### config.mk
export PLATFORM = sky130hd
export DESIGN_NAME = decimal_seconds_to_ms_parser
export DESIGN_NICKNAME = d
export VERILOG_FILES = /design/src/hw/rtl/dsmp_pkg.sv /design/src/hw/rtl/decimal_seconds_to_ms_parser.sv
export SDC_FILE = /design/constraint.sdc
export NUM_CORES = 1
export LEC_CHECK = 0
export BUFFER_PORTS_ARGS = -buffer_cell sky130_fd_sc_hd__buf_2
export CORE_ASPECT_RATIO = 0.5
export CORE_UTILIZATION = 50
export DETAILED_ROUTE_END_ITERATION = 8
export PLACE_DENSITY = 0.67
export SYNTH_ARGS = -nofsm -noshare
export SYNTH_HDL_FRONTEND = slang
export SYNTH_SLANG_ARGS = --single-unit
export TNS_END_PERCENT = 5
### constraint.sdc
create_clock -name clk_i -period 7 [get_ports clk_i]
set_input_delay 0.7 -clock clk_i [delete_from_list [all_inputs] [get_ports clk_i]]
set_output_delay 0.7 -clock clk_i [all_outputs]
set_load 0.005 [all_outputs]
### src/hw/rtl/dsmp_pkg.sv
// constants for the decimal seconds to milliseconds parser
// no dependencies; used by the top level and its checker
package dsmp_pkg;

  // field widths
  localparam int unsigned CharW    = 8;
  localparam int unsigned MsW      = 32;
  localparam int unsigned WholeW   = 23;
  localparam int unsigned FracW    = 10;
  localparam int unsigned FracCntW = 2;
  localparam int unsigned DigitW   = 4;

  // limits and scale
  localparam logic [WholeW-1:0]   WholeLimit = 23'd4294967;
  localparam logic [FracCntW-1:0] FracDigits = 2'd3;
  localparam logic [9:0]          MsPerSec   = 10'd1000;

  // character codes
  localparam logic [CharW-1:0] CharNul  = 8'h00;
  localparam logic [CharW-1:0] CharDot  = 8'h2e;
  localparam logic [CharW-1:0] CharZero = 8'h30;
  localparam logic [CharW-1:0] CharNine = 8'h39;

endpackage

### src/hw/rtl/decimal_seconds_to_ms_parser.sv
// top level of the decimal seconds to milliseconds parser
// depends on dsmp_pkg
//
// Takes one ASCII byte per cycle on the slave stream while tready is high
// and, at each NUL byte, returns one beat holding status in tuser
// (1 = malformed or overflowed) and the value in milliseconds in tdata
// (zero on error). Text is digits, an optional '.', and up to three
// fraction digits; the integer part may not exceed 4294967. Each accepted
// digit advances the parse state by one multiply-by-ten-and-add step, and
// at the terminator the total (seconds times 1000 plus the scaled
// fraction) is formed and registered into the output register, or into
// the skid stage while the output is stalled. An output register backed
// by a one-beat skid stage lets input bytes keep flowing while a result
// waits; tready drops only when both hold results.
module decimal_seconds_to_ms_parser (
  input  logic                     clk_i,
  input  logic                     rst_ni,
  // slave stream, tdata: [7:0] character
  input  logic                     s_axis_tvalid_i,
  output logic                     s_axis_tready_o,
  input  logic [dsmp_pkg::CharW-1:0] s_axis_tdata_i,
  // master stream, tdata: [31:0] milliseconds
  output logic                     m_axis_tvalid_o,
  input  logic                     m_axis_tready_i,
  output logic [dsmp_pkg::MsW-1:0] m_axis_tdata_o,
  // master stream, tuser: [0] status
  output logic                     m_axis_tuser_o
);
  import dsmp_pkg::*;

  typedef enum logic [1:0] {
    PhFirst = 2'd0,
    PhWhole = 2'd1,
    PhFrac  = 2'd2
  } phase_e;

  phase_e                phase_q, phase_d;
  logic [WholeW-1:0]     whole_q, whole_d;
  logic [FracW-1:0]      frac_q, frac_d;
  logic [FracCntW-1:0]   fcnt_q, fcnt_d;
  logic                  failed_q, failed_d;

  logic                  out_valid_q, out_valid_d;
  logic                  out_err_q, out_err_d;
  logic [MsW-1:0]        out_ms_q, out_ms_d;
  logic                  skid_valid_q, skid_valid_d;
  logic                  skid_err_q, skid_err_d;
  logic [MsW-1:0]        skid_ms_q, skid_ms_d;

  logic                  accept;
  logic                  is_term;
  logic                  is_digit;
  logic [DigitW-1:0]     digit;
  logic [WholeW+2:0]     whole_next;
  logic [FracW-1:0]      frac_next;
  logic [FracW-1:0]      frac_scaled;
  logic [MsW:0]          total;
  logic                  res_err;
  logic [MsW-1:0]        res_ms;
  logic                  res_valid;

  assign s_axis_tready_o = ~skid_valid_q;
  assign accept          = s_axis_tvalid_i & s_axis_tready_o;

  // character decode
  assign is_term  = (s_axis_tdata_i == CharNul);
  assign is_digit = (s_axis_tdata_i >= CharZero) && (s_axis_tdata_i <= CharNine);
  assign digit    = is_digit ? DigitW'(s_axis_tdata_i - CharZero) : '0;

  // one decimal step on the integer and fraction accumulators
  assign whole_next = (WholeW+3)'(whole_q) * (WholeW+3)'(10) + (WholeW+3)'(digit);
  assign frac_next  = FracW'((FracW+4)'(frac_q) * (FracW+4)'(10) + (FracW+4)'(digit));

  // scale a short fraction up to three digits
  always_comb begin
    unique case (fcnt_q)
      2'd1:    frac_scaled = FracW'(frac_q * FracW'(100));
      2'd2:    frac_scaled = FracW'(frac_q * FracW'(10));
      2'd3:    frac_scaled = frac_q;
      default: frac_scaled = '0;
    endcase
  end

  // result at the terminator
  assign total   = (MsW+1)'(whole_q) * (MsW+1)'(MsPerSec) + (MsW+1)'(frac_scaled);
  assign res_err = failed_q || (phase_q == PhFirst) ||
                   ((phase_q != PhWhole) && (phase_q != PhFrac)) || total[MsW];
  assign res_ms  = res_err ? '0 : total[MsW-1:0];
  assign res_valid = accept & is_term;

  // parse state update
  always_comb begin
    phase_d  = phase_q;
    whole_d  = whole_q;
    frac_d   = frac_q;
    fcnt_d   = fcnt_q;
    failed_d = failed_q;
    if (accept) begin
      if (is_term) begin
        phase_d  = PhFirst;
        whole_d  = '0;
        frac_d   = '0;
        fcnt_d   = '0;
        failed_d = 1'b0;
      end else if (!failed_q) begin
        unique case (phase_q)
          PhFirst: begin
            if (is_digit) begin
              whole_d = WholeW'(digit);
              phase_d = PhWhole;
            end else begin
              failed_d = 1'b1;
            end
          end
          PhWhole: begin
            if (is_digit) begin
              if (whole_next > (WholeW+3)'(WholeLimit)) begin
                failed_d = 1'b1;
              end else begin
                whole_d = whole_next[WholeW-1:0];
              end
            end else if (s_axis_tdata_i == CharDot) begin
              phase_d = PhFrac;
            end else begin
              failed_d = 1'b1;
            end
          end
          PhFrac: begin
            if (is_digit && (fcnt_q < FracDigits)) begin
              frac_d = frac_next;
              fcnt_d = fcnt_q + 2'd1;
            end else begin
              failed_d = 1'b1;
            end
          end
          default: failed_d = 1'b1;
        endcase
      end
    end
  end

  // output register with skid stage
  always_comb begin
    out_valid_d  = out_valid_q;
    out_err_d    = out_err_q;
    out_ms_d     = out_ms_q;
    skid_valid_d = skid_valid_q;
    skid_err_d   = skid_err_q;
    skid_ms_d    = skid_ms_q;
    if (out_valid_q && !m_axis_tready_i) begin
      if (res_valid) begin
        skid_valid_d = 1'b1;
        skid_err_d   = res_err;
        skid_ms_d    = res_ms;
      end
    end else if (skid_valid_q) begin
      out_valid_d  = 1'b1;
      out_err_d    = skid_err_q;
      out_ms_d     = skid_ms_q;
      skid_valid_d = 1'b0;
    end else begin
      out_valid_d = res_valid;
      out_err_d   = res_err;
      out_ms_d    = res_ms;
    end
  end

  // state and registered outputs
  always_ff @(posedge clk_i or negedge rst_ni) begin
    if (!rst_ni) begin
      phase_q      <= PhFirst;
      whole_q      <= '0;
      frac_q       <= '0;
      fcnt_q       <= '0;
      failed_q     <= 1'b0;
      out_valid_q  <= 1'b0;
      skid_valid_q <= 1'b0;
    end else begin
      phase_q      <= phase_d;
      whole_q      <= whole_d;
      frac_q       <= frac_d;
      fcnt_q       <= fcnt_d;
      failed_q     <= failed_d;
      out_valid_q  <= out_valid_d;
      skid_valid_q <= skid_valid_d;
    end
  end

  // result payload, no reset needed
  always_ff @(posedge clk_i) begin
    out_err_q  <= out_err_d;
    out_ms_q   <= out_ms_d;
    skid_err_q <= skid_err_d;
    skid_ms_q  <= skid_ms_d;
  end

  assign m_axis_tvalid_o = out_valid_q;
  assign m_axis_tdata_o  = out_ms_q;
  assign m_axis_tuser_o  = out_err_q;

endmodule

==> impl_metrics.py, run 1 <==
metrics = {
    "global_route": {
        "grt_max_degree": 64,
        "grt_pass1_vias": 9952,
        "grt.overflow.total": 0,
        "grt_pass1_wl_mm": 49.8,
        "grt_usage_pct": 24.1,
        "antenna_found_initial": 0,
    },
    "cells_and_area": {
        "area_delta_synth_final_pct": 6.61,
        "nFillCells": 2212,
        "layout-drive-gt1-share_pct": 8.44,
        "nets": 1608,
        "layoutNonFillerInstCount": 1699,
        "antenna_cells": 0,
    },
    "drt": {
        "dr.pass1.iters": 8,
        "drt_iter0_markers": 986,
        "vias_per_cell": 6.03,
        "ant_nets": 0,
        "num_vias": 10200,
        "drc": 0,
        "totalWireLength_mm": 30.0,
        "wl_per_cell_um": 17.7,
    },
    "setup_path": {
        "crit_path_start_kind": "register",
        "crit_path_end_kind": "register",
        "crit_arrival_ns": 6.73,
        "worst-endpoint-required_ns": 7.15,
        "r2r-end": "m_axis_tdata_o[6]$_DFFE_PN_",
        "crit_type": "register to register",
        "ff2ff_setup_slack_ns": 0.42,
        "reg2reg_from": "whole_q[15]$_DFFE_PN0P_",
        "r2r_cells": 19,
        "path_max_fanout": 57,
    },
    "yosys": {
        "syn_area_per_cell_um2": 9.38,
        "synth_warnings": 0,
        "synth.top_cells.by_count": "inv_1 (155), ha_1 (151), fa_1 (87)",
        "ys_seq_elements": 106,
        "synth.area.top_cells": "edfxtp_1 (16%), ha_1 (15%), fa_1 (14%)",
        "synthArstFlopShare_pct": 37.7,
        "ys_seq_area_share_pct": 23.6,
        "synth_cells": 1349,
        "syn_area_um2": 12700,
        "synth_edf_count": 66,
        "yosysTopAreaCellShare_pct": 15.7,
        "synthDistinctLibCells": 86,
        "yosys.area.top_type": "edfxtp_1",
        "syn-num-nets": 1599,
        "synth_most_common_cell": "inv_1",
        "synth-main-ff-cell": "edfxtp_1",
    },
    "place": {
        "placed_cells": 1683,
        "portBuffers": 46,
        "routabilityCongestion": 0.884,
        "dp_hpwl_mm": 23.9,
    },
    "timing": {
        "setup_violations": 0,
        "hold_violations": 0,
        "fmax_mhz": 152,
        "min_period_over_period_pct": 94.1,
        "clock_skew_ns": 0.00890,
        "drv_slew": 0,
        "period_needed_ns": 6.58,
        "rsz0062_at_grt": "no",
        "fin_tns_setup_ns": 0,
        "slew_headroom_pct": 32.1,
        "worstMarginPinSlew_ns": 1.02,
    },
    "die": {
        "die_h_um": 115,
        "core_area_um2": 24400,
        "dieArea_um2": 26000,
        "start_util_pct": 51.8,
        "io-pin-count": 47,
        "rows": 40,
        "die_w_um": 227,
    },
    "cts": {
        "cts_made_buffers": 9,
        "cts.sinks": 106,
        "clock-root-buffer": "clkbuf_16",
        "cts_buffer_depth": 2,
        "cts_tree": "yes",
        "clk-insertion-delay-late_ns": 0.37,
        "htreeDepth": 3,
        "cts.clk_slew.worst_paths_ns": 0.08,
        "postCtsSetupBuffers": 0,
    },
    "worst_hold_path": {
        "timing.hold.worst.class": "input pin to asynchronous set/reset pin",
    },
    "run_status": {
        "status": "complete, no violations",
    },
    "job": {
        "drv_cap": 0,
    },
}
[repair_timing]
action | 4_1_cts | 5_1_grt
hold buffers | 0 | 0
setup endpoints to repair | 0 | 64
resized for setup | 0 | 4
[metal layers]
layer | GRT usage [%] | routed length, um | vias up
li1 | - | - | 4924
met1 | 34.8 | 14600 | 5014
met2 | 37.7 | 13200 | 266
met3 | 3.85 | 1700 | 43
met4 | 5.64 | 485 | 0
met5 | 0 | 0 | -
[registers in the layout, summed over array words and instances (netlist names)]
name,count
m_axis_tdata_o,32
fcnt_q,2
skid_valid_q,1
skid_ms_q,32
failed_q,1
phase_q,2
whole_q,23
skid_err_q,1
frac_q,10
m_axis_tuser_o,1
m_axis_tvalid_o,1
[placed cells by master, fill, tap and decap left out, types with 14 or more instances in the layout]
cell,instances
a21o_1,31
a21oi_1,63
and2_1,15
buf_2,46
dfrtp_1,38
edfxtp_1,66
fa_1,87
ha_1,151
inv_1,155
nand2_1,84
nand3_1,36
nand4_1,14
nor2_1,50
nor2b_1,15
nor3_1,54
nor4_1,17
o21ai_0,54
o41ai_1,30
xnor2_1,66
xor2_1,34
[through the flow]
stage | utilization, % | hold WS, ns | area [um^2] | worst slack (ns)
floorplan | - | 0.404 | 12700 | 0.684
global placement | 53.9 | 0.486 | 13200 | 0.473
detailed placement | 53.9 | 0.503 | 13200 | 0.339
CTS | 55.2 | 0.415 | 13500 | 0.312
global route | 55.3 | 0.448 | 13500 | 0.0442
finish | 55.3 | 0.410 | 13500 | 0.416
[cell families (layout without fill, tap and decap cells)]
| family | count (synthesis) | count (layout) | synth area share (%) |
|---|---|---|---|
| simple gates | 359 | 359 | 15.0 |
| compound gates | 325 | 325 | 18.6 |
| fa+ha+maj | 239 | 239 | 28.8 |
| buf+inv | 211 | 225 | 6.43 |
| flops | 106 | 106 | 23.6 |
| xor+xnor | 101 | 101 | 6.99 |
| mux | 8 | 8 | 0.682 |
[cell type report]
type / count / area [um^2] / share of cell area [%]
Multi-Input combinational cell: 1032 / 8890 / 65.9
Clock inverter: 7 / 86.3 / 0.640
Sequential cell: 106 / 2990 / 22.1
Clock buffer: 9 / 225 / 1.67
Tap cell: 336 / 420 / 3.12
Inverter: 155 / 582 / 4.31
Timing Repair Buffer: 54 / 303 / 2.24
[worst max-delay path by stage]
stage                            startpoint                      endpoint  slack, ns  depth (start not counted)
global placement     whole_q[1]$_DFFE_PN0P_  m_axis_tdata_o[17]$_DFFE_PN_       0.47                         17
global route         whole_q[0]$_DFFE_PN0P_   m_axis_tdata_o[2]$_DFFE_PN_       0.04                         19
CTS                  whole_q[1]$_DFFE_PN0P_      m_axis_tuser_o$_DFFE_PN_       0.31                         16
detailed placement   whole_q[1]$_DFFE_PN0P_      m_axis_tuser_o$_DFFE_PN_       0.34                         18
floorplan           whole_q[15]$_DFFE_PN0P_       skid_ms_q[12]$_DFFE_PP_       0.68                         21
finish              whole_q[15]$_DFFE_PN0P_   m_axis_tdata_o[6]$_DFFE_PN_       0.42                         19
[critical path, cell delays in order, from the launching register on]
cell	delay, ns
dfrtp_1	0.45
inv_1	0.27
fa_1	0.49
fa_1	0.51
inv_1	0.05
fa_1	0.49
inv_1	0.05
fa_1	0.50
inv_1	0.04
ha_1	0.40
a21oi_1	0.26
mux2_2	0.37
a311o_1	0.32
a311oi_1	0.40
nand4_1	0.26
nor4_2	0.36
nand4_1	0.30
xnor2_2	0.23
buf_12	0.21
o41ai_1	0.38
Power of run 1 is left out: the tool's default activity adds up to more than one toggle a clock period on the data nets, which glitch-free logic cannot reach.
==> inputs of run 2 (changes only) <==
- BUFFER_PORTS_ARGS: -buffer_cell sky130_fd_sc_hd__buf_2 -> -buffer_cell sky130_fd_sc_hd__buf_4
==> impl_metrics.py, run 2 (synthesis gave the netlist of run 1 again) <==
metrics = {
    "drt": {
        "totalWireLength_mm": 30.5,
        "num_vias": 10100,
        "dr.pass1.iters": 5,
        "ant_nets": 0,
        "drt_iter0_markers": 927,
        "drc": 0,
        "wl_per_cell_um": 17.9,
        "vias_per_cell": 5.97,
    },
    "die": {
        "core_area_um2": 24400,
        "io-pin-count": 47,
        "die_h_um": 115,
        "dieArea_um2": 26000,
        "die_w_um": 227,
        "rows": 40,
        "start_util_pct": 51.8,
    },
    "timing": {
        "rsz0062_at_grt": "yes",
        "period_needed_ns": 6.59,
        "slew_headroom_pct": 31.7,
        "min_period_over_period_pct": 94.1,
        "clock_skew_ns": 0.00625,
        "fmax_mhz": 152,
        "setup_violations": 0,
        "drv_slew": 0,
        "hold_violations": 0,
        "worstMarginPinSlew_ns": 1.02,
        "fin_tns_setup_ns": 0,
        "hold_slack_ns": 0.328,
    },
    "place": {
        "dpl_cell_area_um2": 13300,
        "portBuffers": 46,
        "dp_hpwl_mm": 24.2,
        "routabilityCongestion": 0.874,
    },
    "setup_path": {
        "worst_path_max_delay_cell": "fa_1",
        "crit_path_start_kind": "register",
        "path_max_fanout": 57,
        "r2r-end": "m_axis_tdata_o[17]$_DFFE_PN_",
        "ff2ff_setup_slack_ns": 0.41,
        "cpPeakStageDelay_ns": 0.61,
        "crit_arrival_ns": 6.73,
        "r2r_cells": 19,
        "crit_chain": "inv_1 -> fa_1 -> fa_1 -> fa_1 -> fa_1 -> inv_1 -> ha_1 -> o21a_1 -> o31ai_1 -> nand2_1 -> o211ai_1 -> o21a_1 -> o21ai_0 -> a31oi_1 -> xnor2_1 -> nand4_1 -> xnor2_2 -> buf_12 -> o41ai_1",
        "crit_path_end_kind": "register",
        "cpMostUsedCell": "fa_1",
        "reg2reg_from": "whole_q[4]$_DFFE_PN0P_",
        "crit_type": "register to register",
        "worst-endpoint-required_ns": 7.14,
    },
    "cts": {
        "cts.clk_slew.worst_paths_ns": 0.08,
        "postCtsSetupBuffers": 0,
        "clk-insertion-delay-late_ns": 0.37,
        "cts.sinks": 106,
        "cts_made_buffers": 9,
        "htreeDepth": 3,
        "cts_buffer_depth": 2,
        "clock-root-buffer": "clkbuf_16",
        "cts_tree": "yes",
    },
    "global_route": {
        "antenna_found_initial": 0,
        "grt.overflow.total": 0,
        "grt_pass1_vias": 9984,
        "grt_max_degree": 64,
        "grt_usage_pct": 24.2,
        "grt_pass1_wl_mm": 50.2,
    },
    "cells_and_area": {
        "stdcell_area_um2": 13600,
        "nFillCells": 2195,
        "final_util_pct": 55.8,
        "area_delta_synth_final_pct": 7.67,
        "final_cell_mix": "inv_1 (155), ha_1 (151), fa_1 (87)",
        "final_common_cell": "inv_1",
        "antenna_cells": 0,
        "layout-drive-gt1-share_pct": 8.59,
        "nets": 1607,
    },
    "worst_hold_path": {
        "timing.hold.worst.class": "input pin to asynchronous set/reset pin",
    },
    "run_status": {
        "status": "complete, no violations",
    },
    "job": {
        "drv_cap": 0,
    },
}
[run 2: cell count changes in the layout (fill, tap and decap cells not counted), moves of 2 or more]
cell and change:
o21ai_0 -2, o21ai_1 +2, inv_8 -3, inv_6 +2, buf_2 -46, buf_4 +45
[run 2: worst max-delay path, delay by kind of cell, from the launching register on]
kind / cells / cell delay (ns)
AOI/OAI and AO/OA: 7 / 1.67
xor gates and xnor gates: 2 / 0.74
and+or+nand+nor: 2 / 0.44
buffers and inverters: 3 / 0.45
DFF: 1 / 0.51
adders and majority gates: 5 / 2.52
[run 2: stage by stage]
step | std cells | setup WS [ns]
finish | 1698 | 0.412
global route | 1698 | -0.0595
CTS | 1698 | 0.158
detailed placement | 1682 | 0.194
global placement | 1682 | 0.433
floorplan | 1349 | 0.684
[run 2: per-layer routing]
layer  GRT usage, %  vias to the layer above  part of all wire, %
met5              0                        -                    0
met4           5.28                        0                  1.7
met3           4.44                       35                  5.3
met2           38.5                      243                   44
met1           34.5                     4951                   49
li1               -                     4902                    -
[run 2: area by class of cell]
class / instances / area (um^2) / share of cell area [%]
clock buffers: 9 / 225 / 1.65
clock inverters: 7 / 86.3 / 0.633
inverters: 155 / 582 / 4.27
multi-input cells: 1032 / 8920 / 65.4
flip-flops and latches: 106 / 2990 / 21.9
well taps: 336 / 420 / 3.08
repair buffers: 53 / 410 / 3.01
[run 2: how the worst max path moves through the flow]
| stage | to | cells after the start | from | slack [ns] |
|---|---|---|---|---|
| finish | m_axis_tdata_o[17]$_DFFE_PN_ | 19 | whole_q[4]$_DFFE_PN0P_ | 0.41 |
| global route | m_axis_tdata_o[17]$_DFFE_PN_ | 19 | whole_q[5]$_DFFE_PN0P_ | -0.06 |
| CTS | m_axis_tdata_o[31]$_DFFE_PN_ | 17 | whole_q[1]$_DFFE_PN0P_ | 0.16 |
| detailed placement | m_axis_tdata_o[31]$_DFFE_PN_ | 17 | whole_q[1]$_DFFE_PN0P_ | 0.19 |
| global placement | m_axis_tdata_o[17]$_DFFE_PN_ | 17 | whole_q[1]$_DFFE_PN0P_ | 0.43 |
| floorplan | skid_ms_q[12]$_DFFE_PP_ | 21 | whole_q[15]$_DFFE_PN0P_ | 0.68 |
[run 2: repair_timing]
item | 4_1_cts | 5_1_grt
hold buffers | 0 | 0
setup endpoints to repair | 0 | 64
gates resized for setup | 0 | 10
Power of run 2 is left out for the same reason.
==> inputs of run 3 (changes only) <==
- CTS_BUF_LIST: unset -> sky130_fd_sc_hd__clkbuf_2 sky130_fd_sc_hd__clkbuf_4 sky130_fd_sc_hd__clkbuf_8
==> impl_metrics.py, run 3 (synthesis gave the netlist of run 1 again) <==
metrics = {
    "drt": {
        "drc": 0,
        "totalWireLength_mm": 30.4,
        "dr.pass1.iters": 5,
        "vias_per_cell": 6.00,
        "num_vias": 10200,
        "drt_iter0_markers": 945,
        "ant_nets": 0,
        "wl_per_cell_um": 17.9,
    },
    "setup_path": {
        "crit_chain": "inv_1 -> fa_1 -> fa_1 -> fa_1 -> fa_1 -> inv_1 -> ha_1 -> o21a_1 -> o31ai_1 -> and2_1 -> a211oi_1 -> nor3_1 -> nand4b_1 -> nor3_1 -> nor4b_1 -> nand4_1 -> xor2_1 -> o41ai_1",
        "path_max_fanout": 8,
        "r2r-end": "m_axis_tdata_o[31]$_DFFE_PN_",
        "crit_path_end_kind": "register",
        "endpoint": "m_axis_tdata_o[31]$_DFFE_PN_",
        "crit_path_start_kind": "register",
        "worst_path_max_delay_cell": "fa_1",
        "ff2ff_setup_slack_ns": 0.26,
        "startpoint": "whole_q[4]$_DFFE_PN0P_",
        "crit_arrival_ns": 6.91,
        "cpMostUsedCell": "fa_1",
        "reg2reg_from": "whole_q[4]$_DFFE_PN0P_",
        "crit_type": "register to register",
        "r2r_cells": 18,
        "worst-endpoint-required_ns": 7.18,
        "cpPeakStageDelay_ns": 0.61,
    },
    "cells_and_area": {
        "final_common_cell": "inv_1",
        "final_util_pct": 55.4,
        "nets": 1607,
        "final_cell_mix": "inv_1 (155), ha_1 (151), fa_1 (87)",
        "nFillCells": 2216,
        "antenna_cells": 0,
        "layoutNonFillerInstCount": 1698,
        "layout-drive-gt1-share_pct": 8.52,
        "area_delta_synth_final_pct": 6.82,
    },
    "place": {
        "dp_hpwl_mm": 24.2,
        "portBuffers": 46,
        "pre_cts_slack_ns": 0.194,
        "routabilityCongestion": 0.874,
        "placed_cells": 1682,
    },
    "cts": {
        "cts_tree": "yes",
        "cts.sinks": 106,
        "htreeDepth": 3,
        "postCtsHoldBufs": 0,
        "cts.clk_slew.worst_paths_ns": 0.12,
        "cts_made_buffers": 9,
        "cts_buffer_depth": 2,
        "clock-root-buffer": "clkbuf_8",
        "clk-insertion-delay-late_ns": 0.40,
    },
    "job": {
        "drv_cap": 0,
    },
    "timing": {
        "rsz0062_at_grt": "yes",
        "setup_slack_ns": 0.263,
        "clock_skew_ns": 0.00676,
        "period_needed_ns": 6.74,
        "hold_violations": 0,
        "slew_headroom_pct": 32.2,
        "setup_violations": 0,
        "worstMarginPinSlew_ns": 1.02,
        "drv_slew": 0,
        "fmax_mhz": 148,
        "min_period_over_period_pct": 96.2,
        "fin_tns_setup_ns": 0,
    },
    "die": {
        "rows": 40,
        "io-pin-count": 47,
        "core_area_um2": 24400,
        "start_util_pct": 51.8,
        "die_w_um": 227,
        "die_h_um": 115,
        "dieArea_um2": 26000,
    },
    "global_route": {
        "grt_usage_pct": 24.1,
        "grt_pass1_vias": 10000,
        "antenna_found_initial": 0,
        "grt.overflow.total": 0,
        "grt_max_degree": 64,
        "grt_pass1_wl_mm": 50.1,
    },
    "run_status": {
        "status": "complete, no violations",
    },
    "worst_hold_path": {
        "timing.hold.worst.class": "input pin to asynchronous set/reset pin",
    },
}
[run 3: cell count changes in the layout (fill, tap and decap cells not counted)]
cell       change
clkbuf_16      -9
nor4b_2        -1
clkbuf_8       +9
nor4b_1        +1
[run 3: stage by stage]
step | cell area (um^2) | hold WS [ns]
3_3_place_gp | 13300 | 0.491
6_report | 13500 | 0.287
4_1_cts | 13500 | 0.287
3_5_place_dp | 13300 | 0.497
2_1_floorplan | 12700 | 0.404
5_1_grt | 13500 | 0.315
[run 3: what timing repair did]
item / 4_1_cts / 5_1_grt
gates resized for setup: 0 / 9
setup buffers: 0 / 0
setup endpoints to repair: 0 / 64
[run 3: worst min path at each step]
stage,startpoint,end,slack (ns),cells past startpoint
finish,rst_ni,whole_q[14]$_DFFE_PN0P_,0.29,1
CTS,rst_ni,whole_q[13]$_DFFE_PN0P_,0.29,1
detailed placement,frac_q[9]$_DFFE_PN0P_,frac_q[9]$_DFFE_PN0P_,0.50,2
global placement,frac_q[9]$_DFFE_PN0P_,frac_q[9]$_DFFE_PN0P_,0.49,2
floorplan,rst_ni,failed_q$_DFFE_PN0P_,0.40,0
global route,rst_ni,whole_q[14]$_DFFE_PN0P_,0.31,1
[run 3: layer usage]
metal	GRT usage, %	share of wire [%]
met2	38.4	45
met4	5.28	1.4
met3	4.21	5.4
met5	0	0
met1	34.3	49
[run 3: area by class of cell]
class | instances | area [um^2] | share of cell area, %
clock buffers | 9 | 124 | 0.916
repair buffers | 53 | 410 | 3.04
inverters | 155 | 582 | 4.30
clock inverters | 7 | 86.3 | 0.638
well taps | 336 | 420 | 3.11
flip-flops and latches | 106 | 2990 | 22.1
multi-input cells | 1032 | 8910 | 65.9
[run 3: critical path: cells and delay by family, from the launching register on]
| family | cells | cell delay, ns |
|---|---|---|
| adders and majority gates | 5 | 2.48 |
| and+or+nand+nor | 6 | 2.10 |
| AOI/OAI and AO/OA | 4 | 0.92 |
| DFF | 1 | 0.53 |
| buffers and inverters | 2 | 0.24 |
| xor gates and xnor gates | 1 | 0.24 |
Power of run 3 is left out for the same reason.
